--- src/design/pli_pkg.sv ---
// Shared types and constants for the positional list block.
package pli_pkg;

	// Wide enough for any position or length over the supported depth range.
	localparam int CMP_W = 7;
	localparam int VAL_W = 32;
	localparam int POS_W = 6;

	typedef enum logic [1:0] {
		FN_INSERT = 2'd0,
		FN_REMOVE = 2'd1,
		FN_PRINT  = 2'd2,
		FN_CLEAR  = 2'd3
	} func_t;

	typedef enum logic [2:0] {
		ST_DONE     = 3'd0,
		ST_REJECT   = 3'd1,
		ST_NOTFOUND = 3'd2,
		ST_ENTRY    = 3'd3,
		ST_EMPTY    = 3'd4
	} status_t;

	typedef enum logic [1:0] {
		CELL_HOLD,
		CELL_INS,
		CELL_DEL,
		CELL_ROT
	} cell_op_t;

	typedef enum logic {
		FSM_IDLE,
		FSM_PRINT
	} fsm_t;

	typedef struct packed {
		cell_op_t           op;
		logic [CMP_W-1:0]   pos;
		logic [CMP_W-1:0]   len;
		logic [VAL_W-1:0]   value;
	} cell_cmd_t;

endpackage

--- src/design/pli_cell.sv ---
// One list slot: holds an entry, matches it and shifts to or from its neighbors.
module pli_cell import pli_pkg::*; #(
	parameter int IDX = 0
) (
	input  logic             clk,
	input  cell_cmd_t        cmd,
	input  logic [VAL_W-1:0] prev_val,   // slot IDX-1
	input  logic [VAL_W-1:0] next_val,   // slot IDX+1
	input  logic [VAL_W-1:0] head_val,   // slot 0, for wrap in rotation
	input  logic             hit_in,     // a match lies below this slot
	output logic             hit_out,
	output logic [VAL_W-1:0] val
);

	localparam logic [CMP_W-1:0] IDX_L  = CMP_W'(IDX);
	localparam logic [CMP_W-1:0] IDX_N1 = CMP_W'(IDX + 1);

	logic [VAL_W-1:0] val_q;
	logic             hit;

	assign hit     = hit_in || ((IDX_L < cmd.len) && (val_q == cmd.value));
	assign hit_out = hit;
	assign val     = val_q;

	always_ff @(posedge clk) begin
		unique case (cmd.op)
			CELL_INS: begin
				if (IDX_L == cmd.pos)
					val_q <= cmd.value;
				else if ((IDX_L > cmd.pos) && (IDX_L <= cmd.len))
					val_q <= prev_val;
			end
			CELL_DEL: begin
				if (hit && (IDX_N1 < cmd.len))
					val_q <= next_val;
			end
			CELL_ROT: begin
				if (IDX_N1 < cmd.len)
					val_q <= next_val;
				else if (IDX_N1 == cmd.len)
					val_q <= head_val;
			end
			default: ;
		endcase
	end

endmodule

--- src/design/positional_list_insert_remove.sv ---
// Top level: ordered list of signed words with insert, remove, print and clear.
// Insert, remove and clear: result registered the cycle after accept; one request per
// cycle while the result side keeps up, since every slot shifts at once.
// Print: accept enters the print state, which loads one entry per cycle into the
// result register while the result side keeps up; the row rotates one place per entry.
// Reset clears the length, the print sequencer and the result valid; slot contents
// keep no reset and are only read below the length.
module positional_list_insert_remove import pli_pkg::*; #(
	parameter int DEPTH = 32
) (
	input  logic        clk,
	input  logic        arst_n,
	input  logic        s_tvalid,
	output logic        s_tready,
	input  logic [39:0] s_tdata,   // [31:0] item_value, [37:32] position, [39:38] zero
	input  logic [1:0]  s_tuser,   // [1:0] func
	output logic        m_tvalid,
	input  logic        m_tready,
	output logic [39:0] m_tdata,   // [31:0] entry_value, [37:32] list_length, [39:38] zero
	output logic [2:0]  m_tuser,   // [2:0] status
	output logic        m_tlast
);

	localparam int LW = $clog2(DEPTH + 1);

	// request fields
	func_t            func;
	logic [VAL_W-1:0] item_value;
	logic [POS_W-1:0] position;

	assign func       = func_t'(s_tuser);
	assign item_value = s_tdata[31:0];
	assign position   = s_tdata[37:32];

	// control state
	fsm_t             state_q, state_d;
	logic [LW-1:0]    len_q, len_d;
	logic [LW-1:0]    cnt_q, cnt_d;

	// result register
	logic             m_valid_q;
	status_t          status_q;
	logic [VAL_W-1:0] entry_q;
	logic [POS_W-1:0] olen_q;
	logic             last_q;

	logic             take, load_ok, ins_ok, found;
	logic             out_load, out_last;
	status_t          out_status;
	logic [VAL_W-1:0] out_entry;
	cell_cmd_t        cmd;

	// slot row wiring
	logic [VAL_W-1:0] slot_val [DEPTH];
	logic             hit_chain [DEPTH+1];

	assign load_ok  = !m_valid_q || m_tready;
	assign s_tready = (state_q == FSM_IDLE) && load_ok;
	assign take     = s_tvalid && s_tready;

	// insert fits if position is within the list and there is a free slot
	assign ins_ok = ({1'b0, position} <= CMP_W'(len_q)) && (len_q < LW'(DEPTH));
	assign found  = hit_chain[DEPTH];

	assign hit_chain[0] = 1'b0;

	for (genvar i = 0; i < DEPTH; i++) begin : g_slot
		pli_cell #(.IDX(i)) u_cell (
			.clk      (clk),
			.cmd      (cmd),
			.prev_val (slot_val[(i == 0) ? 0 : i - 1]),
			.next_val (slot_val[(i == DEPTH - 1) ? i : i + 1]),
			.head_val (slot_val[0]),
			.hit_in   (hit_chain[i]),
			.hit_out  (hit_chain[i+1]),
			.val      (slot_val[i])
		);
	end

	always_ff @(posedge clk or negedge arst_n) begin
		if (!arst_n) begin
			state_q <= FSM_IDLE;
			len_q   <= '0;
			cnt_q   <= '0;
		end else begin
			state_q <= state_d;
			len_q   <= len_d;
			cnt_q   <= cnt_d;
		end
	end

	always_comb begin
		state_d    = state_q;
		len_d      = len_q;
		cnt_d      = cnt_q;
		out_load   = 1'b0;
		out_status = ST_DONE;
		out_entry  = '0;
		out_last   = 1'b1;
		cmd.op     = CELL_HOLD;
		cmd.pos    = CMP_W'(position);
		cmd.len    = CMP_W'(len_q);
		cmd.value  = item_value;
		unique case (state_q)
			FSM_IDLE: begin
				if (take) begin
					out_load = 1'b1;
					unique case (func)
						FN_INSERT: begin
							if (ins_ok) begin
								cmd.op = CELL_INS;
								len_d  = len_q + LW'(1);
							end else
								out_status = ST_REJECT;
						end
						FN_REMOVE: begin
							if (found) begin
								cmd.op = CELL_DEL;
								len_d  = len_q - LW'(1);
							end else
								out_status = ST_NOTFOUND;
						end
						FN_PRINT: begin
							if (len_q == '0)
								out_status = ST_EMPTY;
							else begin
								// entries go out from the print state
								out_load = 1'b0;
								state_d  = FSM_PRINT;
								cnt_d    = '0;
							end
						end
						FN_CLEAR: len_d = '0;
						default: ;
					endcase
				end
			end
			FSM_PRINT: begin
				if (load_ok) begin
					out_load   = 1'b1;
					out_status = ST_ENTRY;
					out_entry  = slot_val[0];
					out_last   = ((cnt_q + LW'(1)) == len_q);
					cmd.op     = CELL_ROT;
					cnt_d      = cnt_q + LW'(1);
					if (out_last)
						state_d = FSM_IDLE;
				end
			end
			default: state_d = FSM_IDLE;
		endcase
	end

	always_ff @(posedge clk or negedge arst_n) begin
		if (!arst_n)
			m_valid_q <= 1'b0;
		else if (out_load)
			m_valid_q <= 1'b1;
		else if (m_tready)
			m_valid_q <= 1'b0;
	end

	always_ff @(posedge clk) begin
		if (out_load) begin
			status_q <= out_status;
			entry_q  <= out_entry;
			olen_q   <= POS_W'(len_d);
			last_q   <= out_last;
		end
	end

	assign m_tvalid = m_valid_q;
	assign m_tdata  = {2'b00, olen_q, entry_q};
	assign m_tuser  = status_q;
	assign m_tlast  = last_q;

	// length never runs past the slot count
	a_len_range: assert property (@(posedge clk) disable iff (!arst_n)
		len_q <= LW'(DEPTH))
		else $error("list length beyond depth");

	// no new request while a print run is going out
	a_print_blocks: assert property (@(posedge clk) disable iff (!arst_n)
		(state_q == FSM_PRINT) |-> !s_tready)
		else $error("request taken during print");

	// every accepted request shows a result the next cycle or starts a print run
	a_req_result: assert property (@(posedge clk) disable iff (!arst_n)
		take |=> (m_tvalid || state_q == FSM_PRINT))
		else $error("accepted request gave no result");

	// only a print run leaves a non-final result pending
	a_nonlast_print: assert property (@(posedge clk) disable iff (!arst_n)
		(m_tvalid && !m_tlast) |-> (state_q == FSM_PRINT && m_tuser == ST_ENTRY))
		else $error("non-final result outside print");

endmodule

--- config.mk ---
export PLATFORM = sky130hd
export DESIGN_NAME = positional_list_insert_remove
export DESIGN_NICKNAME = d
export VERILOG_FILES = /design/src/design/pli_pkg.sv /design/src/design/pli_cell.sv /design/src/design/positional_list_insert_remove.sv
export SDC_FILE = /design/constraint.sdc
export NUM_CORES = 2
export LEC_CHECK = 0
export BUFFER_PORTS_ARGS = -buffer_cell sky130_fd_sc_hd__buf_2
export CAP_MARGIN = 40
export CORE_MARGIN = 2
export CORE_UTILIZATION = 45
export CTS_BUF_LIST = sky130_fd_sc_hd__clkbuf_16
export DETAILED_ROUTE_END_ITERATION = 16
export GPL_ROUTABILITY_DRIVEN = 0
export HOLD_SLACK_MARGIN = 0.15
export MAX_ROUTING_LAYER = met4
export PLACE_DENSITY_LB_ADDON = 0.12
export SYNTH_ARGS = -nofsm -noshare
export SYNTH_HDL_FRONTEND = slang
export SYNTH_SLANG_ARGS = --single-unit
--- constraint.sdc ---
create_clock -name clk -period 9.5 [get_ports clk]
set_clock_uncertainty 0.05 [all_clocks]
set_input_delay 1.9 -clock clk [delete_from_list [all_inputs] [get_ports clk]]
set_output_delay 1.9 -clock clk [all_outputs]
set_load 0.03 [all_outputs]
* Yosys cells after proc, flatten, opt, wreduce, memory -nomap -nowiden *
Cells that the tools add are included.

word-level totals
  bits in registers = 1080
  word-level logic and storage cells = 737
  input port bits = 46
  output and inout bits = 46

operators by class
  bitwise gates (word level) = 1
  reductions and logical operators = 170
  $lt $le $gt $ge = 97
  add/sub/neg operators = 3
  eq/ne operators = 201
  mux-type cells = 225

operator list
  kind                  count
  $mux W32              157
  $pmux W32 S3          31
  $eq A32 B32 Y1        32
  $eq A5 B6 Y1 const A  32
  $ne A3 B1 Y1 const B  61
  $reduce_and A4 Y1     33
  $logic_and A1 B1 Y1   97
  $eq A4 B6 Y1 const A  16
  $gt A5 B6 Y1 const A  16
  $le A5 B6 Y1 const A  16
  $lt A5 B6 Y1 const A  16
  $ne A2 B1 Y1 const B  36
  $pmux W32 S2          1
  $eq A3 B6 Y1 const A  8
  $gt A4 B6 Y1 const A  8
  $le A4 B6 Y1 const A  8
  $lt A4 B6 Y1 const A  8
  $mux W6               8
  $logic_or A1 B1 Y1    32
  $eq A2 B6 Y1 const A  4
  $gt A3 B6 Y1 const A  4
  $le A3 B6 Y1 const A  4
  $lt A3 B6 Y1 const A  4
  $pmux W6 S3           1
  other kinds (33)      64

* Longest topological paths before layout *
  depth after elaboration = 40
  mapped depth = 16
  gate-level depth less buffers = 11

* Hierarchy *
Synthesis repeated with hierarchy kept, for this count alone.

unflattened totals
  cells, all modules = 8025
  area, all modules = 87888.0 sq um

by module, submodules not included
  module                            area each (sq um)  instances  cells each  seq. area each (sq um)
  pli_cell at g_slot[3].u_cell ...  2289.7             2          207         960.9
  pli_cell at g_slot[16].u_cell     2845.2             1          281         960.9
  pli_cell at g_slot[12].u_cell     2840.2             1          245         960.9
  pli_cell at g_slot[13].u_cell     2835.2             1          246         960.9
  pli_cell at g_slot[24].u_cell     2830.2             1          247         960.9
  pli_cell at g_slot[31].u_cell     2830.2             1          246         960.9
  pli_cell at g_slot[4].u_cell      2830.2             1          245         960.9
  pli_cell at g_slot[19].u_cell     2822.7             1          247         960.9
  pli_cell at g_slot[21].u_cell     2817.7             1          246         960.9
  pli_cell at g_slot[7].u_cell      2813.9             1          245         960.9
  positional_list_insert_remove     2801.4             1          249         1611.5
  pli_cell at g_slot[10].u_cell     2756.4             1          246         960.9
  pli_cell at g_slot[27].u_cell     2756.4             1          249         960.9
  pli_cell at g_slot[9].u_cell      2756.4             1          247         960.9
  18 more rows                      --                 --         --          --

* Worst setup path after synthesis *
OpenSTA, ideal clock, no wires.

  path kind = input-to-reg
  start = input port s_tdata[32]
  end = register g_slot[27].u_cell.val_q[0] (enable)
  library setup time = 0.594 ns
  required time = 8.856 ns
  buffers on the path = 1
  cell stages on the path = 11
  path slack = -0.280 ns
  arrival time = 9.135 ns
  cells stage by stage = clkbuf_1 > inv_1 > ha_1 > nor2b_1 > o21ai_0 > a21oi_1 > o41ai_1 > nand2b_1 > o21ai_1 > nor3_1 > a2111oi_0

on the way
  cells in the longest elaborated chain, start to end = 9
  elaborated cells between the ends (all ways) = 17
  classes of those cells = 2 x order compare; 7 x eq/ne; 4 x mux; 4 x reduce/logical

RTL lines
  item                                                 line                                  text
  start: declaration                                   positional_list_insert_remove.sv:15   input logic [39:0] s_tdata,
  $le A6 B6 Y1                                         positional_list_insert_remove.sv:62   assign ins_ok = ({1'b0, position} <= CMP_W'(len_q)) && (len_q < LW'(DEPTH));
  $logic_and A1 B1 Y1                                  positional_list_insert_remove.sv:62
  $mux W1                                              positional_list_insert_remove.sv:110  if (ins_ok) begin
  $pmux W2 S2                                          positional_list_insert_remove.sv:108  unique case (func)
  $mux W2                                              positional_list_insert_remove.sv:106  if (take) begin
  $pmux W2 S2                                          positional_list_insert_remove.sv:104  unique case (state_q)
  $eq A2 B2 Y1 / $eq A2 B1 Y1 (equally long branches)  pli_cell.sv:26                        unique case (cmd.op)
  $ne A3 B1 Y1 (no line) (tied with other cells)       --
  $reduce_and A4 Y1 (no line) (*)                      --
  end signal: assignment                               pli_cell.sv:29                        val_q <= cmd.value;
  end signal: assignment                               pli_cell.sv:31                        val_q <= prev_val;
  end signal: assignment                               pli_cell.sv:35                        val_q <= next_val;
  end: declaration                                     pli_cell.sv:18                        logic [VAL_W-1:0] val_q;

Mark *: on every way between the ends. The rest lies on a longest branch, timed or not.
A chain may end at the register's enable or synchronous reset.

* Worst setup path in the final report *
  start = input port s_tdata[11]
  end = register g_slot[26].u_cell.val_q[15] (data pin)

on the way
  cells in the longest elaborated chain, start to end = 39
  elaborated cells between the ends (all ways) = 103
  classes of those cells = 35 x eq/ne; 5 x mux; 63 x reduce/logical

RTL lines
  item                                                 line                                  text
  $eq A32 B32 Y1                                       pli_cell.sv:21                        assign hit = hit_in || ((IDX_L < cmd.len) && (val_q == cmd.value));
  $logic_and A1 B1 Y1                                  pli_cell.sv:21
  $logic_or A1 B1 Y1 (30 in series)                    pli_cell.sv:21
  $logic_or A1 B1 Y1 (*)                               pli_cell.sv:21
  $mux W2 (*)                                          positional_list_insert_remove.sv:117  if (found) begin
  $pmux W2 S2 (*)                                      positional_list_insert_remove.sv:108
  $mux W2 (*)                                          positional_list_insert_remove.sv:106
  $pmux W2 S2 (*)                                      positional_list_insert_remove.sv:104
  $eq A2 B2 Y1 / $eq A2 B1 Y1 (equally long branches)  pli_cell.sv:26
  $pmux W32 S3 (*)                                     pli_cell.sv:26
  end signal: assignment                               pli_cell.sv:29
  end signal: assignment                               pli_cell.sv:31
  end signal: assignment                               pli_cell.sv:35
  end: declaration                                     pli_cell.sv:18

Marks and branches as above.

==> results.cfg <==
[status]
status = finished, final reports clean

[job]
max_cap_violations = 0

[worst_setup_path]
startpoint = s_tdata[11]
worstRegToRegCells = 14
worstSetupEndpointType = flop
r2r_setup_slack_ns = 2.84
reg2reg_to = g_slot[26].u_cell.val[15]$_DFFE_PP_
cp.arrival_ns = 7.43
worst_ep_required_time_ns = 10.07
critical_path_class = in -> reg
r2r-start = len_q[4]$_DFF_PN0_
crit_fanout = 147
critPathCapture = g_slot[26].u_cell.val[15]$_DFFE_PP_
startpoint_type = input pin

[route]
met1_length_um = 147000
dr.pass1.iters = 6
drc = 0
top_layer = met4
route.met3.wl_um = 41500
avgRoutedWirePerCell_um = 34.8
detail-route-antenna-nets = 0
drtIter0Drc = 11000
viasPerCell = 6.94
routed_wl_um = 357000
via_count = 71200
wl_met2_um = 149000

[clock_network]
cts_tree = done
ctsResizeCount = 0
clockBufferDepth = 3
cts_buffers = 139
path_clk_slew_ns = 0.06
post_cts_buffers = 0
postCtsHoldBufs = 0
clock-root-buffer = clkbuf_16
htreeDepth = 4
clk_latency_ns = 0.82
cts.sinks = 1080

[power_and_ir_drop]
p_leak_uw = 0.0338
ir_drop_mv = 0.254
p_per_area_mw_per_mm2 = 294

[grt]
grt_pass1_wl_um = 505000
grt_pass1_vias = 66800
grt_max_degree = 203
grt.overflow.total = 0
track_usage_pct = 38.0
antenna_found_initial = 14

[placement]
dp_hpwl_um = 229000
port_buffers = 87
dpl_cell_area_mm2 = 0.0854

[sta]
final.setup.tns_ns = 0
setup-violations-final = 0
rsz0062_at_grt = no
finalMaxSlewViolations = 0
fin_crit_sh_pct = 72.2
hold_viol_final = 0
tightest_slew_ns = 1.25
min_period_ns = 6.86
max_freq_mhz = 146
slew_headroom_pct = 16.8

[final_layout]
final_nets = 7738
fin_area_mm2 = 0.0896
drive_gt1_share_pct = 8.36
fillers = 16800
area_growth_pct = 8.32

[logic_synthesis]
yosysTopAreaCell = edfxtp_1
netlist_area_mm2 = 0.0827
synth_area_leaders = edfxtp_1, mux2i_1, o221ai_1
yosysMostFrequentCell = mux2i_1
synth-edff-count = 1066
synth_cells = 8106
synthTopCellsByCount = mux2i_1, nand2_1, edfxtp_1
ys_types = 73
ys_seq_elements = 1080
yosysSeqAreaShare_pct = 39.1
synth-warning-count = 0
syn_avg_cell_area_um2 = 10.2
synth-async-reset-ratio_pct = 1.30
yosys.area.top_type_share_pct = 38.7
synthFlopType = edfxtp_1

[die]
num_rows = 157
die_area_mm2 = 0.187
initial_utilization_pct = 45.2
die_x_um = 433
dieHeight_um = 433
io_pins = 92
core_area_mm2 = 0.183

[hold_path]
hp-class = reg -> reg
==> registers in the layout (all words and copies together) (netlist names) <==
signal,flops
cnt_q,6
entry_q,32
g_slot.u_cell.val,1024
len_q,6
m_tlast,1
m_tuser,3
m_tvalid,1
olen_q,6
state_q,1
==> cells in the final DEF (no fill, tap or decap), drive strengths merged, types with 5 or more instances in the layout <==
cell	instances
a2111oi	10
a211o	5
a211oi	17
a21o	7
a21oi	310
a221o	32
a31oi	12
and2	10
and3	43
and3b	32
buf	364
clkbuf	145
clkinv	55
dfrtp	14
diode	14
edfxtp	1066
ha	12
inv	50
mux2	33
mux2i	1762
nand2	1153
nand2b	12
nand3	47
nand4	156
nor2	84
nor2b	6
nor3	46
nor4	157
o21ai	184
o21bai	36
o221ai	800
o31ai	8
or2	11
or3	7
or4	10
xnor2	518
xor2	515
==> critical path: stages <==
cell and delay (ns):
buf_4 0.64, buf_4 0.56, xor2_1 0.13, nor4_1 0.33, nand4_1 0.20, nor4_1 0.70, a2111oi_0 0.31, buf_1 0.21
and2_1 0.27, a31oi_4 0.45, buf_12 0.58, buf_4 0.68, nand2_1 0.12, o221ai_1 0.10
==> report_power, final <==
group | total (uW) | internal, uW | switching (uW)
clock network | 5080 | 2800 | 2280
registers | 9400 | 7500 | 1890
logic | 11900 | 4300 | 7600
total | 26400 | 14600 | 11800
==> logic make-up after synthesis <==
logic type | synth area share (%)
flip-flops | 39.1
buffers and inverters | 5.09
adder cells (fa/ha/maj) | 0.182
XOR/XNOR | 10.9
AO/OA/AOI/OAI | 13.1
other | 0.00453
multiplexers | 21.8
AND/OR/NAND/NOR | 9.75
==> worst min-delay path by stage <==
| stage | startpoint | to | slack (ns) | depth (start not counted) |
|---|---|---|---|---|
| floorplan | cnt_q[5]$_DFFE_PN0P_ | cnt_q[5]$_DFFE_PN0P_ | 0.42 | 1 |
| finish | cnt_q[5]$_DFFE_PN0P_ | cnt_q[5]$_DFFE_PN0P_ | 0.45 | 1 |
| global route | cnt_q[5]$_DFFE_PN0P_ | cnt_q[5]$_DFFE_PN0P_ | 0.47 | 1 |
| detailed placement | cnt_q[5]$_DFFE_PN0P_ | cnt_q[5]$_DFFE_PN0P_ | 0.44 | 1 |
| CTS | cnt_q[5]$_DFFE_PN0P_ | cnt_q[5]$_DFFE_PN0P_ | 0.45 | 1 |
| global placement | cnt_q[5]$_DFFE_PN0P_ | cnt_q[5]$_DFFE_PN0P_ | 0.43 | 1 |
==> per-stage QoR <==
stage	power [uW]	cells	utilization (%)	hold slack, ns	setup WS (ns)
finish	26400	10300	49.0	0.452	2.64
global route	27200	10300	49.0	0.466	2.61
CTS	26000	10200	49.0	0.449	2.95
detailed placement	21000	10000	46.7	0.437	2.12
global placement	20700	9978	46.5	0.434	1.84
floorplan	16700	8107	-	0.416	-0.266
==> layout make-up <==
| cell class | count | area [um^2] | share of cell area [%] |
|---|---|---|---|
| diodes | 14 | 35.0 | 0.0391 |
| clock buffers | 144 | 3600 | 4.02 |
| clock inverters | 96 | 515 | 0.575 |
| inverters | 14 | 52.6 | 0.0587 |
| multi-input cells | 6077 | 46800 | 52.3 |
| flip-flops and latches | 1080 | 32400 | 36.1 |
| well taps | 2464 | 3080 | 3.44 |
| repair buffers | 368 | 3110 | 3.47 |
==> routing by layer <==
metal | up-vias | GRT usage, %
li1 | 29800 | -
met1 | 35800 | 52.4
met2 | 4820 | 52.2
met3 | 847 | 9.01
met4 | 0 | 17.9
met5 | - | -
No activity file was read; power rests on OpenSTA's default activity.
